## config.mk

```make
export PLATFORM = sky130hd
export DESIGN_NAME = integer_to_radix_text
export DESIGN_NICKNAME = d
export VERILOG_FILES = /design/src/hw/rtl/itr_pkg.sv /design/src/hw/rtl/itr_div.sv /design/src/hw/rtl/itr_stack.sv /design/src/hw/rtl/integer_to_radix_text.sv
export VERILOG_INCLUDE_DIRS = /design/src /design/src/hw/rtl
export SDC_FILE = /design/constraint.sdc
export NUM_CORES = 1
export LEC_CHECK = 0
export ABC_CLOCK_PERIOD_IN_PS = 4700
export BUFFER_PORTS_ARGS = -buffer_cell sky130_fd_sc_hd__buf_2
export CORE_MARGIN = 10
export CORE_UTILIZATION = 50
export CTS_CLUSTER_DIAMETER = 80
export DETAILED_ROUTE_END_ITERATION = 12
export PLACE_DENSITY = 0.67
export SLEW_MARGIN = 20
export SYNTH_ARGS = -nofsm -noshare
export SYNTH_HDL_FRONTEND = slang
export SYNTH_SLANG_ARGS = --single-unit
```

## constraint.sdc

```tcl
create_clock -name clk -period 4.7 [get_ports clk]
set_input_delay 0.47 -clock clk [delete_from_list [all_inputs] [get_ports clk]]
set_output_delay 0.47 -clock clk [all_outputs]
set_load 0.01 [all_outputs]
```

## src/hw/rtl/integer_to_radix_text_macros.svh

```systemverilog
// Assertion macros used by the integer-to-radix-text top level.
`ifndef INTEGER_TO_RADIX_TEXT_MACROS_SVH
`define INTEGER_TO_RADIX_TEXT_MACROS_SVH

// Same-cycle implication, checked on every clk edge outside reset.
`define ITR_ASSERT_NOW(label, ante, cons, msg) \
  label: assert property (@(posedge clk) disable iff (!rst_n) (ante) |-> (cons)) \
    else $error(msg);

// Next-cycle implication, checked on every clk edge outside reset.
`define ITR_ASSERT_NEXT(label, ante, cons, msg) \
  label: assert property (@(posedge clk) disable iff (!rst_n) (ante) |=> (cons)) \
    else $error(msg);

`endif

```

## src/hw/rtl/itr_pkg.sv

```systemverilog
// Shared constants, types and the digit character map for integer-to-radix-text.
package itr_pkg;

  // Sizing
  localparam int MAX_DIGITS = 32;
  localparam int VALUE_BITS = 32;
  localparam int CNT_W      = $clog2(MAX_DIGITS + 1);
  localparam int ADDR_W     = $clog2(MAX_DIGITS);
  localparam int STEP_W     = $clog2(VALUE_BITS);
  localparam int DIGIT_W    = 6;
  localparam int CHAR_W     = 7;

  // Radix limits and character codes
  localparam logic [DIGIT_W-1:0] RADIX_MIN   = 6'd2;
  localparam logic [DIGIT_W-1:0] RADIX_MAX   = 6'd36;
  localparam logic [DIGIT_W-1:0] RADIX_DEC   = 6'd10;
  localparam logic [CHAR_W-1:0]  CHAR_MINUS  = 7'h2D;
  localparam logic [CHAR_W-1:0]  CHAR_ZERO   = 7'h30;
  localparam logic [CHAR_W-1:0]  CHAR_UPPER_A = 7'h41;
  localparam logic [CHAR_W-1:0]  CHAR_LOWER_A = 7'h61;

  // Divider status back to the sequencer
  typedef struct packed {
    logic                    done;
    logic [VALUE_BITS-1:0]   quotient;
    logic [DIGIT_W-1:0]      remainder;
  } itr_div_stat_t;

  // Digit value (0..35) to ASCII
  function automatic logic [CHAR_W-1:0] digit_char(input logic [DIGIT_W-1:0] d,
                                                   input logic low);
    logic [CHAR_W-1:0] ch;
    if (d < RADIX_DEC) begin
      ch = CHAR_ZERO + CHAR_W'(d);
    end else if (low) begin
      ch = CHAR_LOWER_A + CHAR_W'(d - RADIX_DEC);
    end else begin
      ch = CHAR_UPPER_A + CHAR_W'(d - RADIX_DEC);
    end
    return ch;
  endfunction

endpackage

```

## src/hw/rtl/itr_div.sv

```systemverilog
// Bit-serial restoring divider: value by radix, one quotient bit per cycle.
module itr_div import itr_pkg::*; (
  input  logic                  clk,
  input  logic                  rst_n,
  input  logic                  load,
  input  logic [VALUE_BITS-1:0] dividend,
  input  logic [DIGIT_W-1:0]    divisor,
  output itr_div_stat_t         stat
);

  logic [VALUE_BITS-1:0] quo_r, quo_nxt;
  logic [DIGIT_W-1:0]    rem_r, rem_nxt;
  logic [DIGIT_W-1:0]    div_r;
  logic [STEP_W-1:0]     step_r;
  logic                  run_r;
  logic                  done_r;
  logic [DIGIT_W:0]      trial;
  logic                  fits;

  // One restoring step: bring in next dividend bit, subtract if it fits
  always_comb begin
    trial   = {rem_r, quo_r[VALUE_BITS-1]};
    fits    = (trial >= {1'b0, div_r});
    rem_nxt = fits ? DIGIT_W'(trial - {1'b0, div_r}) : trial[DIGIT_W-1:0];
    quo_nxt = {quo_r[VALUE_BITS-2:0], fits};
  end

  // Control
  always_ff @(posedge clk) begin
    if (!rst_n) begin
      run_r  <= 1'b0;
      done_r <= 1'b0;
      step_r <= '0;
    end else begin
      done_r <= 1'b0;
      if (load) begin
        run_r  <= 1'b1;
        step_r <= '0;
      end else if (run_r) begin
        step_r <= step_r + STEP_W'(1);
        if (step_r == STEP_W'(VALUE_BITS - 1)) begin
          run_r  <= 1'b0;
          done_r <= 1'b1;
        end
      end
    end
  end

  // Datapath
  always_ff @(posedge clk) begin
    if (load) begin
      quo_r <= dividend;
      rem_r <= '0;
      div_r <= divisor;
    end else if (run_r) begin
      quo_r <= quo_nxt;
      rem_r <= rem_nxt;
    end
  end

  assign stat.done      = done_r;
  assign stat.quotient  = quo_r;
  assign stat.remainder = rem_r;

endmodule

```

## src/hw/rtl/itr_stack.sv

```systemverilog
// Digit store: written low digit first, read back high digit first.
module itr_stack import itr_pkg::*; (
  input  logic               clk,
  input  logic               wr_en,
  input  logic [ADDR_W-1:0]  wr_addr,
  input  logic [DIGIT_W-1:0] wr_data,
  input  logic               rd_en,
  input  logic [ADDR_W-1:0]  rd_addr,
  output logic [DIGIT_W-1:0] rd_data
);

  logic [DIGIT_W-1:0] mem [MAX_DIGITS];
  logic [DIGIT_W-1:0] rd_data_r;

  // Write port
  always_ff @(posedge clk) begin
    if (wr_en) begin
      mem[wr_addr] <= wr_data;
    end
  end

  // Registered read port
  always_ff @(posedge clk) begin
    if (rd_en) begin
      rd_data_r <= mem[rd_addr];
    end
  end

  assign rd_data = rd_data_r;

endmodule

```

## src/hw/rtl/integer_to_radix_text.sv

```systemverilog
// Top level: integer to ASCII digits in signed decimal or radix 2..36.
//
//   channel   handshake            payload
//   --------  -------------------  -----------------------------------------------
//   request   start & !busy        in_value, in_signed_mode, in_base,
//                                  in_lower_case, in_digit_count
//   result    out_strobe (1 cyc)   out_character, out_last
//
// Each digit takes one pass of the bit-serial divider (S_LOAD, then S_WAIT until
// done); each character is then read back (S_READ, S_EMIT), after S_SIGN puts out
// a minus sign if needed. A new request is taken only once the last one is done.
// Reset (rst_n low, synchronous) returns the sequencer to idle; no clearing pass.
// busy is high from acceptance until the last character is issued; results
// cannot be stalled and leave on a fixed schedule.
`include "integer_to_radix_text_macros.svh"

module integer_to_radix_text import itr_pkg::*; (
  input  logic        clk,
  input  logic        rst_n,
  input  logic        start,
  output logic        busy,
  input  logic [31:0] in_value,
  input  logic        in_signed_mode,
  input  logic [5:0]  in_base,
  input  logic        in_lower_case,
  input  logic [5:0]  in_digit_count,
  output logic        out_strobe,
  output logic [6:0]  out_character,
  output logic        out_last
);

  // Sequencer states
  localparam logic [2:0] S_IDLE = 3'd0;
  localparam logic [2:0] S_LOAD = 3'd1;
  localparam logic [2:0] S_WAIT = 3'd2;
  localparam logic [2:0] S_SIGN = 3'd3;
  localparam logic [2:0] S_READ = 3'd4;
  localparam logic [2:0] S_EMIT = 3'd5;

  logic [2:0]            state_r, state_nxt;
  logic [VALUE_BITS-1:0] mag_r, mag_nxt;
  logic [DIGIT_W-1:0]    radix_r, radix_nxt;
  logic [CNT_W-1:0]      want_r, want_nxt;
  logic [CNT_W-1:0]      cnt_r, cnt_nxt;
  logic                  neg_r, neg_nxt;
  logic                  low_r, low_nxt;
  logic                  out_strobe_r, out_strobe_nxt;
  logic [CHAR_W-1:0]     out_char_r, out_char_nxt;
  logic                  out_last_r, out_last_nxt;

  logic                  accept;
  logic [VALUE_BITS-1:0] val_ext;
  logic [CNT_W-1:0]      cnt_inc;
  logic                  more;
  logic                  div_load;
  itr_div_stat_t         div_stat;
  logic                  wr_en;
  logic                  rd_en;
  logic [DIGIT_W-1:0]    rd_data;

  assign busy    = (state_r != S_IDLE);
  assign accept  = start && !busy;
  assign val_ext = VALUE_BITS'(in_value);
  assign cnt_inc = cnt_r + CNT_W'(1);

  // Another digit after this one? Fixed count, or minimal until quotient is zero (at most MAX_DIGITS)
  assign more = (want_r != '0) ? (cnt_inc < want_r)
                               : ((div_stat.quotient != '0) &&
                                  (cnt_inc < CNT_W'(MAX_DIGITS)));

  // Sequencer
  always_comb begin
    state_nxt      = state_r;
    mag_nxt        = mag_r;
    radix_nxt      = radix_r;
    want_nxt       = want_r;
    cnt_nxt        = cnt_r;
    neg_nxt        = neg_r;
    low_nxt        = low_r;
    out_strobe_nxt = 1'b0;
    out_char_nxt   = out_char_r;
    out_last_nxt   = out_last_r;
    div_load       = 1'b0;
    wr_en          = 1'b0;
    rd_en          = 1'b0;
    unique case (state_r)
      S_IDLE: begin
        if (accept) begin
          low_nxt = in_lower_case;
          cnt_nxt = '0;
          if (32'(in_digit_count) > MAX_DIGITS) begin
            want_nxt = CNT_W'(MAX_DIGITS);
          end else begin
            want_nxt = CNT_W'(in_digit_count);
          end
          if (in_signed_mode) begin
            radix_nxt = RADIX_DEC;
            neg_nxt   = val_ext[VALUE_BITS-1];
            mag_nxt   = val_ext[VALUE_BITS-1] ? (~val_ext + VALUE_BITS'(1)) : val_ext;
          end else begin
            neg_nxt = 1'b0;
            mag_nxt = val_ext;
            priority if (in_base < RADIX_MIN) begin
              radix_nxt = RADIX_MIN;
            end else if (in_base > RADIX_MAX) begin
              radix_nxt = RADIX_MAX;
            end else begin
              radix_nxt = in_base;
            end
          end
          state_nxt = S_LOAD;
        end
      end
      S_LOAD: begin
        div_load  = 1'b1;
        state_nxt = S_WAIT;
      end
      S_WAIT: begin
        if (div_stat.done) begin
          wr_en   = 1'b1;
          cnt_nxt = cnt_inc;
          mag_nxt = div_stat.quotient;
          priority if (more) begin
            state_nxt = S_LOAD;
          end else if (neg_r) begin
            state_nxt = S_SIGN;
          end else begin
            state_nxt = S_READ;
          end
        end
      end
      S_SIGN: begin
        out_strobe_nxt = 1'b1;
        out_char_nxt   = CHAR_MINUS;
        out_last_nxt   = 1'b0;
        state_nxt      = S_READ;
      end
      S_READ: begin
        rd_en     = 1'b1;
        state_nxt = S_EMIT;
      end
      S_EMIT: begin
        out_strobe_nxt = 1'b1;
        out_char_nxt   = digit_char(rd_data, low_r);
        out_last_nxt   = (cnt_r == CNT_W'(1));
        cnt_nxt        = cnt_r - CNT_W'(1);
        state_nxt      = (cnt_r == CNT_W'(1)) ? S_IDLE : S_READ;
      end
      default: begin
        state_nxt = S_IDLE;
      end
    endcase
  end

  // Control registers
  always_ff @(posedge clk) begin
    if (!rst_n) begin
      state_r      <= S_IDLE;
      out_strobe_r <= 1'b0;
    end else begin
      state_r      <= state_nxt;
      out_strobe_r <= out_strobe_nxt;
    end
  end

  // Payload registers
  always_ff @(posedge clk) begin
    mag_r      <= mag_nxt;
    radix_r    <= radix_nxt;
    want_r     <= want_nxt;
    cnt_r      <= cnt_nxt;
    neg_r      <= neg_nxt;
    low_r      <= low_nxt;
    out_char_r <= out_char_nxt;
    out_last_r <= out_last_nxt;
  end

  // Divider
  itr_div u_div (
    .clk      (clk),
    .rst_n    (rst_n),
    .load     (div_load),
    .dividend (mag_r),
    .divisor  (radix_r),
    .stat     (div_stat)
  );

  // Digit store
  itr_stack u_stack (
    .clk     (clk),
    .wr_en   (wr_en),
    .wr_addr (cnt_r[ADDR_W-1:0]),
    .wr_data (div_stat.remainder),
    .rd_en   (rd_en),
    .rd_addr (ADDR_W'(cnt_r - CNT_W'(1))),
    .rd_data (rd_data)
  );

  assign out_strobe    = out_strobe_r;
  assign out_character = out_char_r;
  assign out_last      = out_last_r;

  // Checks
  `ITR_ASSERT_NEXT(a_accept_busy, accept, busy, "accepted request did not raise busy")
  `ITR_ASSERT_NOW(a_done_in_wait, div_stat.done, state_r == S_WAIT, "divider done outside wait")
  `ITR_ASSERT_NOW(a_last_idle, out_strobe_r && out_last_r, state_r == S_IDLE, "last char not idle")

endmodule

```

* After elaboration in Yosys (flattened, before gate mapping)
Memories as Yosys holds them, arrays and structs flattened. A register that Yosys moved wholly into a read port is not among the register bits.
Cells that the tools add are included.
** Word-level totals
- Bits in registers :: 115
- Latch bits :: 0
- Bits in writable memories :: 192
- ROM bits :: 0
- Bits of input ports :: 49
- Output and inout bits :: 10
- Logic and storage cells :: 102
- Memories :: 1
** Memory list
- u_stack.mem :: depth 32, bits a word 6, read ports 1, clocked after memory_dff 1, write ports 1, RTL line itr_stack.sv:12 : logic [DIGIT_W-1:0] mem [MAX_DIGITS];
** Operators by class
- Add/sub/neg operators :: 9
- Multiply operators :: 0
- Divide/modulo/power cells :: 0
- $lt $le $gt $ge :: 7
- Equality and inequality tests :: 9
- Shift operators :: 0
- Multiplexer cells :: 35
- Bitwise logic cells :: 3
- Reductions and logical operators :: 20
** Operators by type and width (number)
- 32-bit two-way mux :: 6
- 32-bit case mux with 2 select lines :: 1
- 32-bit by 1-bit adder with 32-bit output (second input constant) :: 1
- 32-bit inverter :: 1
- 32-bit nonzero test :: 1
- 6-bit two-way mux :: 4
- 3-bit case mux with 6 select lines :: 1
- 6-bit case mux with 3 select lines :: 1
- 3-bit two-way mux :: 5
- 7-bit adder (first input constant) :: 2
- 7-bit two-way mux :: 2
- 7-bit case mux with 2 select lines :: 1
- 6-bit > comparator (second input constant) :: 2
- 1-bit two-way mux :: 12
- 6-bit by 6-bit adder with 7-bit output (first input constant) :: 1
- 7-bit by 6-bit greater-or-equal comparator with 1-bit output :: 1
- 6-bit by 4-bit subtractor with 7-bit output (second input constant) :: 1
- 6-bit by 1-bit adder with 6-bit output (second input constant) :: 1
- 3-bit by 2-bit equality test with 1-bit output (second input constant) :: 2
- 3-bit equality test (second input constant) :: 2
- 6-bit by 1-bit equality test with 1-bit output (second input constant) :: 1
- 6-bit by 2-bit < comparator with 1-bit output (second input constant) :: 1
- 6-bit by 4-bit < comparator with 1-bit output (second input constant) :: 1
- 6-bit < comparator :: 1
- other kinds (21) :: 31

* Longest topological paths before layout
Gate-level depths: netlist of the first run.
- Depth after elaboration :: 7
- Mapped depth :: 11
- Depth with buffers taken out :: 10

* Hierarchy
A second synthesis of the first run with hierarchy kept.
** Second synthesis, totals
- Cell total of the unflattened synthesis :: 912
- Area total of the unflattened synthesis :: 14053.5 um^2
** By module, submodules not included
- itr_stack :: times used 1, cells each 323, area an instance 7649.8 um^2, seq. area each 5945.7 um^2
- integer_to_radix_text :: times used 1, cells each 412, area an instance 4000.1 um^2, seq. area each 1881.8 um^2
- itr_div :: times used 1, cells each 177, area an instance 2403.6 um^2, seq. area each 1401.3 um^2

* Worst setup path after synthesis of the first run
No wires, ideal clock.
- Kind :: register to register
- Start point :: register state_r[1]
- End point :: register cnt_r[0] (enable)
- Setup time :: 0.312 ns
- Arrival time :: 3.421 ns
- Required time :: 4.388 ns
- Path slack :: 0.967 ns
- Cell stages (with the launch flop) :: 5
- Buffers on the path :: 1
- Period minus slack after synthesis :: 3.733 ns
- Path through :: dfxtp_1 -> clkbuf_1 -> mux2i_1 -> nor3_1 -> or2_2
** On the way
- Cells in the longest elaborated chain, start to end :: 5
- Elaborated cells between the ends (all ways) :: 10
- Those cells by class :: eq/ne (4); reduce/logical (6)
** Ends and longest elaborated chain
- start: declaration :: RTL line integer_to_radix_text.sv:40 : logic [2:0] state_r, state_nxt;
- start signal: assignment :: RTL line integer_to_radix_text.sv:161 : state_r <= state_nxt;
- 3-bit nonzero test :: RTL line integer_to_radix_text.sv:61 : assign busy = (state_r != S_IDLE);
- 1-bit logical NOT :: RTL line integer_to_radix_text.sv:62 : assign accept = start && !busy;
- 1-bit logical AND :: RTL line integer_to_radix_text.sv:62
- 2-bit != test (no source line)
- 3-bit AND reduction (no source line) *
- end signal: assignment :: RTL line integer_to_radix_text.sv:171 : cnt_r <= cnt_nxt;
- end: declaration :: RTL line integer_to_radix_text.sv:44 : logic [CNT_W-1:0] cnt_r, cnt_nxt;
Every way passes the cells marked *; elsewhere a longest branch is shown, timed or not.
A chain may end at the register's enable or synchronous reset.

* Final worst setup path of the first run
- Start point :: register cnt_r[1]
- End point :: register u_stack.rd_data_r[3], in the netlist u_stack.rd_data[3], read port of u_stack.mem, data pin
** On the way
- Cells in the longest elaborated chain, start to end :: 1
** Ends and longest elaborated chain
- 6-bit by 1-bit subtractor with 6-bit output :: RTL line integer_to_radix_text.sv:195 : .rd_addr (ADDR_W'(cnt_r - CNT_W'(1))),
- end: declaration :: RTL line itr_stack.sv:13 : logic [DIGIT_W-1:0] rd_data_r;
No other way between the ends.

==> results of run 1 <==
routing by layer:
| metal | up-vias | GRT usage [%] | routed length [um] | share of wire [%] |
|---|---|---|---|---|
| li1 | 3764 | - | - | - |
| met1 | 3981 | 21.8 | 12400 | 44 |
| met2 | 213 | 26.2 | 13800 | 49 |
| met3 | 41 | 2.78 | 1470 | 5.2 |
| met4 | 0 | 4.19 | 554 | 2.0 |
| met5 | - | 0 | 0 | 0 |
report_power, final:
group          switching, mW  internal, mW  leakage, nW  total [mW]
combinational           1.73          1.28         2.03        3.00
clock                   1.05          1.71        0.556        2.76
sequential             0.310          3.85         2.88        4.16
total                   3.08          6.84         5.46        9.92
flip-flops by register name, indices dropped and copies added, names as in the netlist:
signal,flops
out_strobe,1
want_r,6
u_div.quo_r,32
u_div.done_r,1
radix_r,6
out_last,1
u_div.step_r,5
u_stack.mem,192
mag_r,32
state_r,3
out_character,7
u_stack.rd_data,6
u_div.run_r,1
neg_r,1
u_div.div_r,6
low_r,1
u_div.rem_r,6
cnt_r,6
worst register-to-register path, delay by kind of cell (launching register included):
kind / cells / cell delay, ns
buf+inv: 2 / 0.62
flops: 1 / 0.45
fa+ha+maj: 1 / 0.71
mux: 3 / 1.21
cell type report:
class | instances | share of cell area, %
inverters | 35 | 0.833
clock inverters | 23 | 2.28
well taps | 378 | 3.00
multi-input cells | 574 | 27.8
repair buffers | 73 | 2.55
clock buffers | 35 | 5.01
flip-flops and latches | 313 | 58.5
metrics by stage:
step                      area (um^2)  utilization, %  instances
after floorplan                 13900               -        967
after global placement          14600            52.9       1373
after detailed placement        14600            52.9       1373
after CTS                       15800            57.1       1431
after global routing            15800            57.1       1431
final                           15800            57.1       1431
cell families after synthesis:
| group | after synthesis |
|---|---|
| flip-flops | 313 |
| XOR/XNOR | 50 |
| buffers and inverters | 80 |
| multiplexers | 74 |
| adder cells (fa/ha/maj) | 25 |
| AO/OA/AOI/OAI | 117 |
| AND/OR/NAND/NOR | 308 |
worst paths after layout:
| path | to | slack (ns) | start |
|---|---|---|---|
| setup / recovery | u_stack.rd_data[3]$_DFFE_PP_ | 1.46 | cnt_r[1]$_DFFE_PP_ |
| hold / removal | low_r$_DFFE_PP_ | 0.11 | in_lower_case |
| setup reg to reg | u_stack.rd_data[3]$_DFFE_PP_ | 1.46 | cnt_r[1]$_DFFE_PP_ |
| hold reg to reg | u_div.div_r[3]$_DFFE_PP_ | 0.42 | radix_r[3]$_SDFFCE_PP1P_ |
synth_stat cells (all sizes together) (5+ instances only):
master	count
nor2	73
clkbuf	30
nand2	148
nor3	19
mux4	60
mux2	7
mux2i	7
edfxtp	296
or3	5
dfxtp	17
xor2	16
ha	23
and2	5
inv	34
o21ai	47
o31ai	6
nor2b	8
nand3	9
xnor2	34
nand4	5
nand3b	6
nor4	11
a31oi	7
o21a	5
buf	15
a21oi	28
==> summary.md, run 1 <==
| Metric | Value |
|---|---|
| Cell area after synthesis | `13900 um^2` |
| Worst EP arrival | `3.54 ns` |
| Adder-cell share of the synthesized area | `2.28%` |
| Peak VDD IR | `0.307 mV` |
| Post-synth EDFFs | `296` |
| Final critical-path share of the clock period | `69.0%` |
| Clock slew at reported path FFs | `0.07 ns` |
| Largest family of logic cells by synthesized area | `multiplexers` |
| Most common cell after layout, fill and taps aside | `edfxtp_1` |
| DR WL/cell | `19.7 um` |
| Startpoint class of the critical path | `flop` |
| Postcts setup bufs | `0` |
| DIE WIDTH | `187 um` |
| I/O Pins | `59` |
| Via density | `5.59` |
| PortBufs | `58` |
| HP Class | `input port to flop` |
| Total power | `9.92 mW` |
| Crit path max-delay family | `multiplexers` |
| Slowest cell on the critical path | `ha_2` |
| Yosys reg bits | `313` |
| Area occupied by multi-input gates | `4390 um^2` |
| Worst path depth | `6` |
| DRC | `0` |
| CTS Root Cell | `clkbuf_16` |
| DP Worst Slack | `1.49 ns` |
| First-pass GRT wire length | `45.2 mm` |
| Initial core utilization | `50.4%` |
| Yosys top cell by area | `edfxtp_1` |
| Drt initial violations | `712` |
| Cts hold-fix bufs | `0` |
| H-tree lvl count | `1` |
| Vias in the first global route | `8124` |
| Minimum clock period | `3.24 ns` |
| Ys async rst share | `0%` |
| RSZ-0062 raised after global routing | `no` |
| Initial antenna violation count | `0` |
| Worst-case clock buffer depth | `3` |
| Core area | `27600 um^2` |
| Pwr per Cell Area | `629 nW/um^2` |
| Fmax | `308 MHz` |
| Outcome | `completed` |
| Main synth FF type | `edfxtp_1` |
| Worst-margin pin slew | `1.00 ns` |
| Max-Cap Viols | `0` |
| Final WS setup | `1.46 ns` |
| Hold-critical path depth | `1` |
| Clk_skew | `0.0122 ns` |
| Crit path max fanout | `30` |
| Finish-stage setup viols | `0` |
| Routed WL | `28.2 mm` |
| WS Path Type | `flop to flop` |
| Syn_area_per_cell | `14.4 um^2` |
| Worst skew pair latency | `0.56 ns` |
| CP Data Required Time | `5.00 ns` |
| Hold WS | `0.108 ns` |
| Vert. Die Dim | `187 um` |
| Vias | `7999` |
| Crit. End Element | `flop` |
| Register area | `9230 um^2` |
| Post-layout nets | `1101` |
| Synth Area in Compound Gates | `5.04%` |
| Area Overhead vs Synth | `13.3%` |
| Global-route usage over all layers | `16.0%` |
| Commonest cells after routing, fill and taps aside | `edfxtp_1, nand2_1, nor2_1, mux4_2, buf_2` |
| RePlAce Congestion | `0.820` |
| Synth top area share | `63.9%` |
| TritonCTS Buffers | `31` |
| Fill cells | `2186` |
| Syn nets | `1040` |
| Post-synthesis cell type count | `56` |
| Max_slew headroom | `33.0%` |
| Largest net degree at the start of global routing | `56` |
| Worst path max stage delay | `0.71 ns` |
| Ant. Diodes | `0` |
| Synth warn | `0` |
| Layout cells sized above 1 | `19.5%` |
| Xor/xnor share of the synthesized area | `3.15%` |
| Register area share after synthesis | `66.3%` |
| Worst path cell trace | `inv_1 -> ha_2 -> buf_4 -> mux4_2 -> mux4_2 -> mux2_2` |
| Post-synthesis mux area share | `10.8%` |
| Fin. Hold Viols | `0` |
| Register-to-Register Path Depth | `6` |
| Largest cells by area after synthesis | `edfxtp_1, mux4_2, nand2_1, dfxtp_1, xnor2_1` |
| CP bufs+invs | `2` |
| ANT nets after route | `0` |
| Die area | `34900 um^2` |
| Grt ovf | `0` |
| # clock sinks | `313` |
| Drt first pass iters | `5` |
| TritonCTS clock tree | `done` |
| TNS Setup | `0 ns` |
| Post-cts sizing count | `0` |
| Post-synthesis cell count | `967` |
| HPWL after detailed placement | `18.6 mm` |
| Simple-Gate Fraction of Synth Area | `10.1%` |
| Max Slew Vio Count | `0` |
| Most common cell on crit path | `mux4_2` |
| Row cnt | `61` |
| P_leak | `5.46 nW` |
(Power assumes the default switching activity.)
==> run 2, diff against run 1 <==
--- a/config.mk
+++ b/config.mk
@@ -6,7 +6,8 @@
 export SDC_FILE = /design/constraint.sdc
 export NUM_CORES = 1
 export LEC_CHECK = 0
-export ABC_CLOCK_PERIOD_IN_PS = 4700
+export ABC_AREA = 1
+export ABC_CLOCK_PERIOD_IN_PS = 3150
 export BUFFER_PORTS_ARGS = -buffer_cell sky130_fd_sc_hd__buf_2
 export CORE_MARGIN = 10
 export CORE_UTILIZATION = 50
==> constraint.sdc (replaced) <==
create_clock -name clk -period 3.15 [get_ports clk]
set_input_delay 0.315 -clock clk [delete_from_list [all_inputs] [get_ports clk]]
set_output_delay 0.315 -clock clk [all_outputs]
set_load 0.01 [all_outputs]
==> run 2 against run 1 <==
  * Hold slack got worse by 0.075 ns
  * Critical path depth is 2 higher
  * Global-route usage is 2.1 points higher
  * Design area increased by 3.9%
  * Combinational power up 110%
  * Flip-flop and latch count did not move
  * Clock power rose by 49%
  * Clock skew shrank 0.0041 ns
  * Register-to-register slack got worse by 0.83 ns
  * Non-clock buffer count rose by 8
  * Setup slack worse by 0.83 ns
  * Sequential share of layout area is 2.2 points lower
  * Largest cell class unchanged
==> summary.md, run 2 <==
| Metric | Value |
|---|---|
| Fill cells | `2414 (+10%)` |
| Finish-stage setup viols | `0 (unchanged)` |
| Global-route usage over all layers | `18.1% (+2.1 points)` |
| Synth top area share | `60.8% (-3.1 points)` |
| TritonCTS Buffers | `34 (+9.7%)` |
| Core area | `28800 um^2 (+4.2%)` |
| Largest net degree at the start of global routing | `69 (+23%)` |
| DR WL/cell | `17.8 um (-9.7%)` |
| Post-synth EDFFs | `296 (unchanged)` |
| R2R setup slack | `0.63 ns (-0.83 ns)` |
| Crit path max fanout | `68 (+130%)` |
| Cell with the most instances after synthesis | `edfxtp_1` |
| Post-layout nets | `1533 (+39%)` |
| Register-to-Register Path Depth | `8 (+2)` |
| Final core occ | `57.0% (-0.12 points)` |
| Largest registers | `u_stack.mem: 192 flops, mag_r: 32 flops, u_div.quo_r: 32 flops` |
| Row cnt | `62 (+1.6%)` |
| Max_slew headroom | `53.0% (+20 points)` |
| Fmax | `397 MHz (+29%)` |
| Max Slew Vio Count | `0 (unchanged)` |
| Startpoint class of the critical path | `flop` |
| HP Class | `input port to flop` |
| Syn nets | `1481 (+42%)` |
| H-tree lvl count | `2 (+1)` |
| I/O Pins | `59 (unchanged)` |
| Pwr per Cell Area | `1000 nW/um^2 (+59%)` |
| Non-filler cells, final | `1869 (+31%)` |
| Minimum clock period | `2.52 ns (-0.724 ns)` |
| CP Data Required Time | `3.52 ns (-1.48 ns)` |
| Hold Crit Endpoint | `want_r[5]$_SDFFCE_PN1P_` |
| WL met1 | `14.3 mm (+15%)` |
| Fin. Hold Viols | `0 (unchanged)` |
| HPWL after detailed placement | `21.8 mm (+17%)` |
| CTS Root Cell | `clkbuf_16` |
| Ant. Diodes | `0 (unchanged)` |
| Register area share after synthesis | `63.1% (-3.2 points)` |
| Commonest cells post-synth | `edfxtp_1, nor2_1, nand2_1` |
| Vias | `10300 (+29%)` |
| First-pass GRT wire length | `53.0 mm (+17%)` |
| RSZ-0062 raised after global routing | `no` |
| Cell area after synthesis | `14600 um^2 (+5.1%)` |
| Worst r2r dst | `u_stack.rd_data[1]$_DFFE_PP_` |
| Yosys reg bits | `313 (unchanged)` |
| Initial antenna violation count | `0 (unchanged)` |
| Final critical-path share of the clock period | `79.9% (+11 points)` |
| # clock sinks | `313 (unchanged)` |
| Syn_area_per_cell | `10.4 um^2 (-28%)` |
| Grt ovf | `0 (unchanged)` |
| Ys async rst share | `0% (unchanged)` |
| Peak VDD IR | `0.699 mV (+130%)` |
| Worst EP arrival | `2.89 ns (-0.65 ns)` |
| Worst skew pair latency | `0.51 ns (-0.05 ns)` |
| Drt initial violations | `1035 (+45%)` |
| TNS Setup | `0 ns (unchanged)` |
| Post-synthesis cell type count | `49 (-13%)` |
| Post-synthesis cell count | `1408 (+46%)` |
| Drt first pass iters | `5 (unchanged)` |
| Post-cts sizing count | `0 (unchanged)` |
| RePlAce Congestion | `0.893 (+9.0%)` |
| Die area | `36500 um^2 (+4.6%)` |
| Fin area | `16400 um^2 (+3.9%)` |
| Crit. End Element | `flop` |
| Area Overhead vs Synth | `12.1%` |
| PortBufs | `58 (unchanged)` |
| P_leak | `6.06 nW (+11%)` |
| DIE WIDTH | `191 um (+2.3%)` |
| Min-Delay Startpoint | `in_digit_count[5]` |
| Hold WS | `0.0328 ns (-0.0747 ns)` |
| Metal2 WL | `16.1 mm (+17%)` |
| Largest register FFs | `192 (unchanged)` |
| Hold-critical path depth | `1 (unchanged)` |
| Largest Register | `u_stack.mem` |
| Main synth FF type | `edfxtp_1` |
| TritonCTS clock tree | `done` |
| Via density | `5.51 (-1.5%)` |
| Clock slew at reported path FFs | `0.06 ns (about the same)` |
| Largest cells by area after synthesis | `edfxtp_1, nor2_1, o21ai_0, nand2_1, o211ai_1` |
| Synth warn | `0 (unchanged)` |
| Worst-case clock buffer depth | `3 (unchanged)` |
| Routed WL | `33.3 mm (+18%)` |
| Top layer in use | `met4` |
| Metal3 WL | `1.90 mm (+29%)` |
| Outcome | `completed` |
| Vias in the first global route | `10100 (+25%)` |
| Worst-margin pin slew | `0.705 ns (-0.299 ns)` |
| Initial core utilization | `50.8% (+0.45 points)` |
| Clk_skew | `0.00813 ns (-0.00406 ns)` |
| Yosys top cell by area | `edfxtp_1` |
| Post-Place Cell Area | `15200 um^2 (+4.3%)` |
| Vert. Die Dim | `191 um (+2.3%)` |
| WS Path Type | `flop to flop` |
| Max-Cap Viols | `0 (unchanged)` |
| DP Cell Count | `1807 (+32%)` |
| Layout cells sized above 1 | `10.8% (-8.6 points)` |
| ANT nets after route | `0 (unchanged)` |
| DRC | `0 (unchanged)` |
| Commonest cells after routing, fill and taps aside | `edfxtp_1, nor2_1, nand2_1, o21ai_0, inv_1` |
| Most common cell after layout, fill and taps aside | `edfxtp_1` |
| R2r startpoint | `cnt_r[0]$_DFFE_PP_` |
-- run 2: changes by cell type after synthesis, sizes merged, moves of 9 or more --
| cell | delta |
|---|---|
| buf | +33 |
| nand2 | +79 |
| nand3 | +39 |
| clkbuf | -13 |
| xnor2 | -26 |
| o21ai | +162 |
| o211ai | +51 |
| nor4 | -9 |
| mux4 | -60 |
| nand4 | +9 |
| inv | +81 |
| nor2 | +180 |
-- run 2: power breakdown --
group          total (mW)  internal [mW]  switching [mW]  leakage, nW
clock                4.10           2.53            1.57        0.559
sequential           6.17           5.81           0.355         2.90
combinational        6.15           1.86            4.30         2.60
-- run 2: worst max-delay path, stage by stage, from the launching register on --
cell and delay [ns]:
edfxtp_1 0.41, buf_4 0.35, buf_4 0.64, o21ai_0 0.19, o21ai_0 0.41, o211ai_1 0.13, nand2_1 0.09, inv_1 0.04
o21ai_2 0.09
-- run 2: what timing repair did --
item,CTS,global route
hold buffers,1,0
setup buffers,0,0
endpoints found under the hold margin,1,0
-- run 2: through the flow --
step | power [mW] | setup slack [ns]
after floorplan | 10.7 | 0.560
after CTS | 16.5 | 0.587
after global routing | 17.5 | 0.354
after global placement | 12.3 | 0.679
after detailed placement | 12.4 | 0.666
final | 16.4 | 0.632
-- run 2: worst max-delay path by stage --
stage                                 start                      endpoint  slack, ns  cells past startpoint
finish                   cnt_r[0]$_DFFE_PP_  u_stack.rd_data[1]$_DFFE_PP_       0.63                      8
global route             cnt_r[0]$_DFFE_PP_       state_r[1]$_SDFFE_PN0P_       0.35                     12
CTS                      cnt_r[0]$_DFFE_PP_  u_stack.rd_data[1]$_DFFE_PP_       0.59                      8
detailed placement       cnt_r[0]$_DFFE_PP_       state_r[1]$_SDFFE_PN0P_       0.67                     12
global placement         cnt_r[0]$_DFFE_PP_  u_stack.rd_data[1]$_DFFE_PP_       0.68                      8
floorplan           state_r[2]$_SDFFE_PN0P_            mag_r[0]$_DFFE_PP_       0.56                      7
-- run 2: layout make-up --
type | count | area, um^2 | area share [%]
flip-flops and latches | 313 | 9230 | 56.3
clock inverters | 18 | 240 | 1.46
well taps | 384 | 480 | 2.93
inverters | 116 | 440 | 2.69
clock buffers | 43 | 906 | 5.52
repair buffers | 81 | 478 | 2.91
multi-input cells | 914 | 4620 | 28.2
-- run 2: routing by layer --
layer  track usage [%]  vias to the layer above
li1                  -                     4977
met1              23.1                     4906
met2              30.6                      339
met3              2.77                       67
met4              6.88                        0
met5                 0                        -
-- run 2: kinds of logic after synthesis --
logic type	after synthesis	share of synthesized area, %
compound gates	298	11.5
xor+xnor	29	1.92
fa+ha+maj	24	2.10
buf+inv	181	5.45
flops	313	63.1
simple gates	563	15.9
==> run 3, diff against run 2 <==
--- a/config.mk
+++ b/config.mk
@@ -7,7 +7,7 @@
 export NUM_CORES = 1
 export LEC_CHECK = 0
 export ABC_AREA = 1
-export ABC_CLOCK_PERIOD_IN_PS = 3150
+export ABC_CLOCK_PERIOD_IN_PS = 2600
 export BUFFER_PORTS_ARGS = -buffer_cell sky130_fd_sc_hd__buf_2
 export CORE_MARGIN = 10
 export CORE_UTILIZATION = 50
==> constraint.sdc (replaced) <==
create_clock -name clk -period 2.6 [get_ports clk]
set_input_delay 0.26 -clock clk [delete_from_list [all_inputs] [get_ports clk]]
set_output_delay 0.26 -clock clk [all_outputs]
set_load 0.01 [all_outputs]
==> run 3 against run 2 <==
  * Sequential share of layout area fell by 0.71 points
  * Utilization grew 0.73 points
  * Setup slack got worse by 0.44 ns
  * Die area did not move
  * Flip-flop and latch count unchanged
  * Sequential power is 21% higher
  * Hold slack hardly changed
  * Total power increased by 21%
  * Maximum frequency grew 4.7%
  * Critical path depth rose by 1
  * Critical endpoint is now u_stack.rd_data[5]$_DFFE_PP_
==> summary.md, run 3 (same netlist as run 2, synthesis figures left out) <==
| Metric | Value |
|---|---|
| Peak VDD IR | `0.655 mV (-6.3%)` |
| DRC | `0 (unchanged)` |
| Drt initial violations | `838 (-19%)` |
| Max_slew headroom | `58.0% (+5.1 points)` |
| Core area | `28800 um^2 (unchanged)` |
| Pwr per Cell Area | `1190 nW/um^2 (+19%)` |
| H-tree lvl count | `1 (-1)` |
| Crit path max fanout | `63 (-7.4%)` |
| TritonCTS Buffers | `31 (-8.8%)` |
| RSZ-0062 raised after global routing | `no` |
| Fin area | `16600 um^2 (+1.3%)` |
| Finish-stage setup viols | `0 (unchanged)` |
| Largest Register | `u_stack.mem` |
| Largest registers | `u_stack.mem: 192 flops, mag_r: 32 flops, u_div.quo_r: 32 flops` |
| Worst skew pair latency | `0.55 ns (+0.04 ns)` |
| Worst EP arrival | `2.80 ns (-0.09 ns)` |
| Vias | `10300 (+0.22%)` |
| Power share of the sequential group | `37.7% (about the same)` |
| Fill cells | `2422 (+0.33%)` |
| DR WL/cell | `17.7 um (-0.35%)` |
| Die area | `36500 um^2 (unchanged)` |
| Clock slew at reported path FFs | `0.07 ns (about the same)` |
| Clk_skew | `0.0124 ns (+0.00427 ns)` |
| Vias in the first global route | `10200 (+0.48%)` |
| Fmax | `416 MHz (+4.7%)` |
| Row cnt | `62 (unchanged)` |
| Initial antenna violation count | `0 (unchanged)` |
| Layout cells sized above 1 | `12.4% (+1.6 points)` |
| ANT nets after route | `0 (unchanged)` |
| DIE WIDTH | `191 um (unchanged)` |
| Post-Place Cell Area | `15500 um^2 (+1.7%)` |
| Drt first pass iters | `5 (unchanged)` |
| TritonCTS clock tree | `done` |
| Most common cell after layout, fill and taps aside | `edfxtp_1` |
| P_int | `12.2 mW (+20%)` |
| Worst-margin pin slew | `0.627 ns (-0.0784 ns)` |
| PortBufs | `58 (unchanged)` |
| First-pass GRT wire length | `52.7 mm (-0.64%)` |
| Via density | `5.42 (-1.5%)` |
| Largest net degree at the start of global routing | `99 (+43%)` |
| Comb power frac | `39.6% (+2.1 points)` |
| Outcome | `completed` |
| WS Path Type | `flop to flop` |
| Startpoint class of the critical path | `flop` |
| Max-Cap Viols | `0 (unchanged)` |
| Clock share of power | `22.7% (-2.3 points)` |
| Met2 Resource Use GR | `30.3% (-0.31 points)` |
| RePlAce Congestion | `0.844 (-5.6%)` |
| Net Sw Power | `7.62 mW (+23%)` |
| CP Data Required Time | `3.00 ns (-0.52 ns)` |
| Commonest cells after routing, fill and taps aside | `edfxtp_1, nor2_1, nand2_1, o21ai_0, inv_1` |
| Initial core utilization | `50.8% (unchanged)` |
| Crit. End Element | `flop` |
| CTS Root Cell | `clkbuf_16` |
| Global-route usage over all layers | `17.8% (-0.31 points)` |
| Final critical-path share of the clock period | `92.5% (+13 points)` |
| Most Crowded Layer GR | `met2` |
| Switching Share | `38.5% (+0.60 points)` |
| TNS Setup | `0 ns (unchanged)` |
| Area occupied by multi-input gates | `4620 um^2 (unchanged)` |
| HP Class | `input port to flop` |
| Routed WL | `33.7 mm (+1.4%)` |
| I/O Pins | `59 (unchanged)` |
| Fin. Hold Viols | `0 (unchanged)` |
| Largest register FFs | `192 (unchanged)` |
| Post-layout nets | `1566 (+2.2%)` |
| Global Route met3 Usage | `2.53% (-0.24 points)` |
| Max Slew Vio Count | `0 (unchanged)` |
| Area Overhead vs Synth | `13.5%` |
| P_leak | `6.20 nW (+2.4%)` |
| HPWL after detailed placement | `21.8 mm (-0.14%)` |
| Register area | `9230 um^2 (unchanged)` |
| Minimum clock period | `2.41 ns (-0.113 ns)` |
| # clock sinks | `313 (unchanged)` |
| Vert. Die Dim | `191 um (unchanged)` |
| Worst-case clock buffer depth | `3 (unchanged)` |
| Grt ovf | `0 (unchanged)` |
| Global routing usage on met1 | `23.2% (+0.051 points)` |
| Ant. Diodes | `0 (unchanged)` |
==> run 3: changes by cell type in the layout (fill, tap and decap cells not counted), sizes merged <==
cell	change
dlygate4sd3	+3
clkinv	+5
clkbuf	-6
buf	+32
bufinv	-1
inv	-1
==> run 3: path summary, 6_finish.rpt <==
kind                                  from                            to  cells after the start  slack (ns)
setup / recovery        cnt_r[0]$_DFFE_PP_  u_stack.rd_data[5]$_DFFE_PP_                      9        0.19
hold / removal                  in_base[0]      radix_r[0]$_SDFFCE_PP0P_                      3        0.03
setup reg to reg        cnt_r[0]$_DFFE_PP_  u_stack.rd_data[5]$_DFFE_PP_                      9        0.19
hold reg to reg   radix_r[2]$_SDFFCE_PP0P_      u_div.div_r[2]$_DFFE_PP_                      0        0.42
==> run 3: repair_timing <==
item                       in CTS  in global routing
gates resized for setup         0                  1
setup buffers                   0                  3
hold buffers                    4                  0
hold endpoints to repair        5                  0
setup endpoints to repair       0                  3
==> run 3: metrics by stage <==
stage / setup slack [ns] / utilization (%) / total power, mW / instances / hold slack, ns
6_report: 0.195 / 57.7 / 19.8 / 1901 / 0.0329
5_1_grt: 0.0255 / 57.7 / 21.1 / 1901 / 0.0540
4_1_cts: 0.157 / 57.5 / 19.8 / 1896 / 0.0140
3_5_place_dp: 0.178 / 53.9 / 15.2 / 1835 / 0.407
3_3_place_gp: 0.254 / 53.9 / 15.1 / 1835 / 0.402
2_1_floorplan: 0.00988 / - / 12.9 / 1408 / 0.359
==> run 3: layout make-up <==
class / instances / share of cell area [%]
inverters: 116 / 2.65
well taps: 384 / 2.89
clock buffers: 36 / 4.78
multi-input cells: 914 / 27.8
clock inverters: 21 / 1.33
repair buffers: 117 / 4.93
flip-flops and latches: 313 / 55.6
==> run 3: per-layer routing <==
layer	up-vias	routed length (um)
li1	5040	-
met1	4883	14600
met2	326	16500
met3	63	1810
met4	0	882
met5	-	0
==> run 3: power groups by stage <==
stage	clock network [mW]	logic, mW	registers (mW)
global route	4.74	8.76	7.56
global placement	0	7.53	7.54
CTS	4.55	7.74	7.47
detailed placement	0	7.69	7.55
floorplan	0	5.41	7.52
finish	4.49	7.86	7.47
==> run 3: critical path, cell delays in order (launching register included) <==
cell and delay (ns):
edfxtp_1 0.55, inv_4 0.09, ha_2 0.43, buf_12 0.27, o21ai_0 0.12, o21ai_0 0.38
o211ai_1 0.13, nand2_1 0.09, inv_1 0.04, o21ai_1 0.11
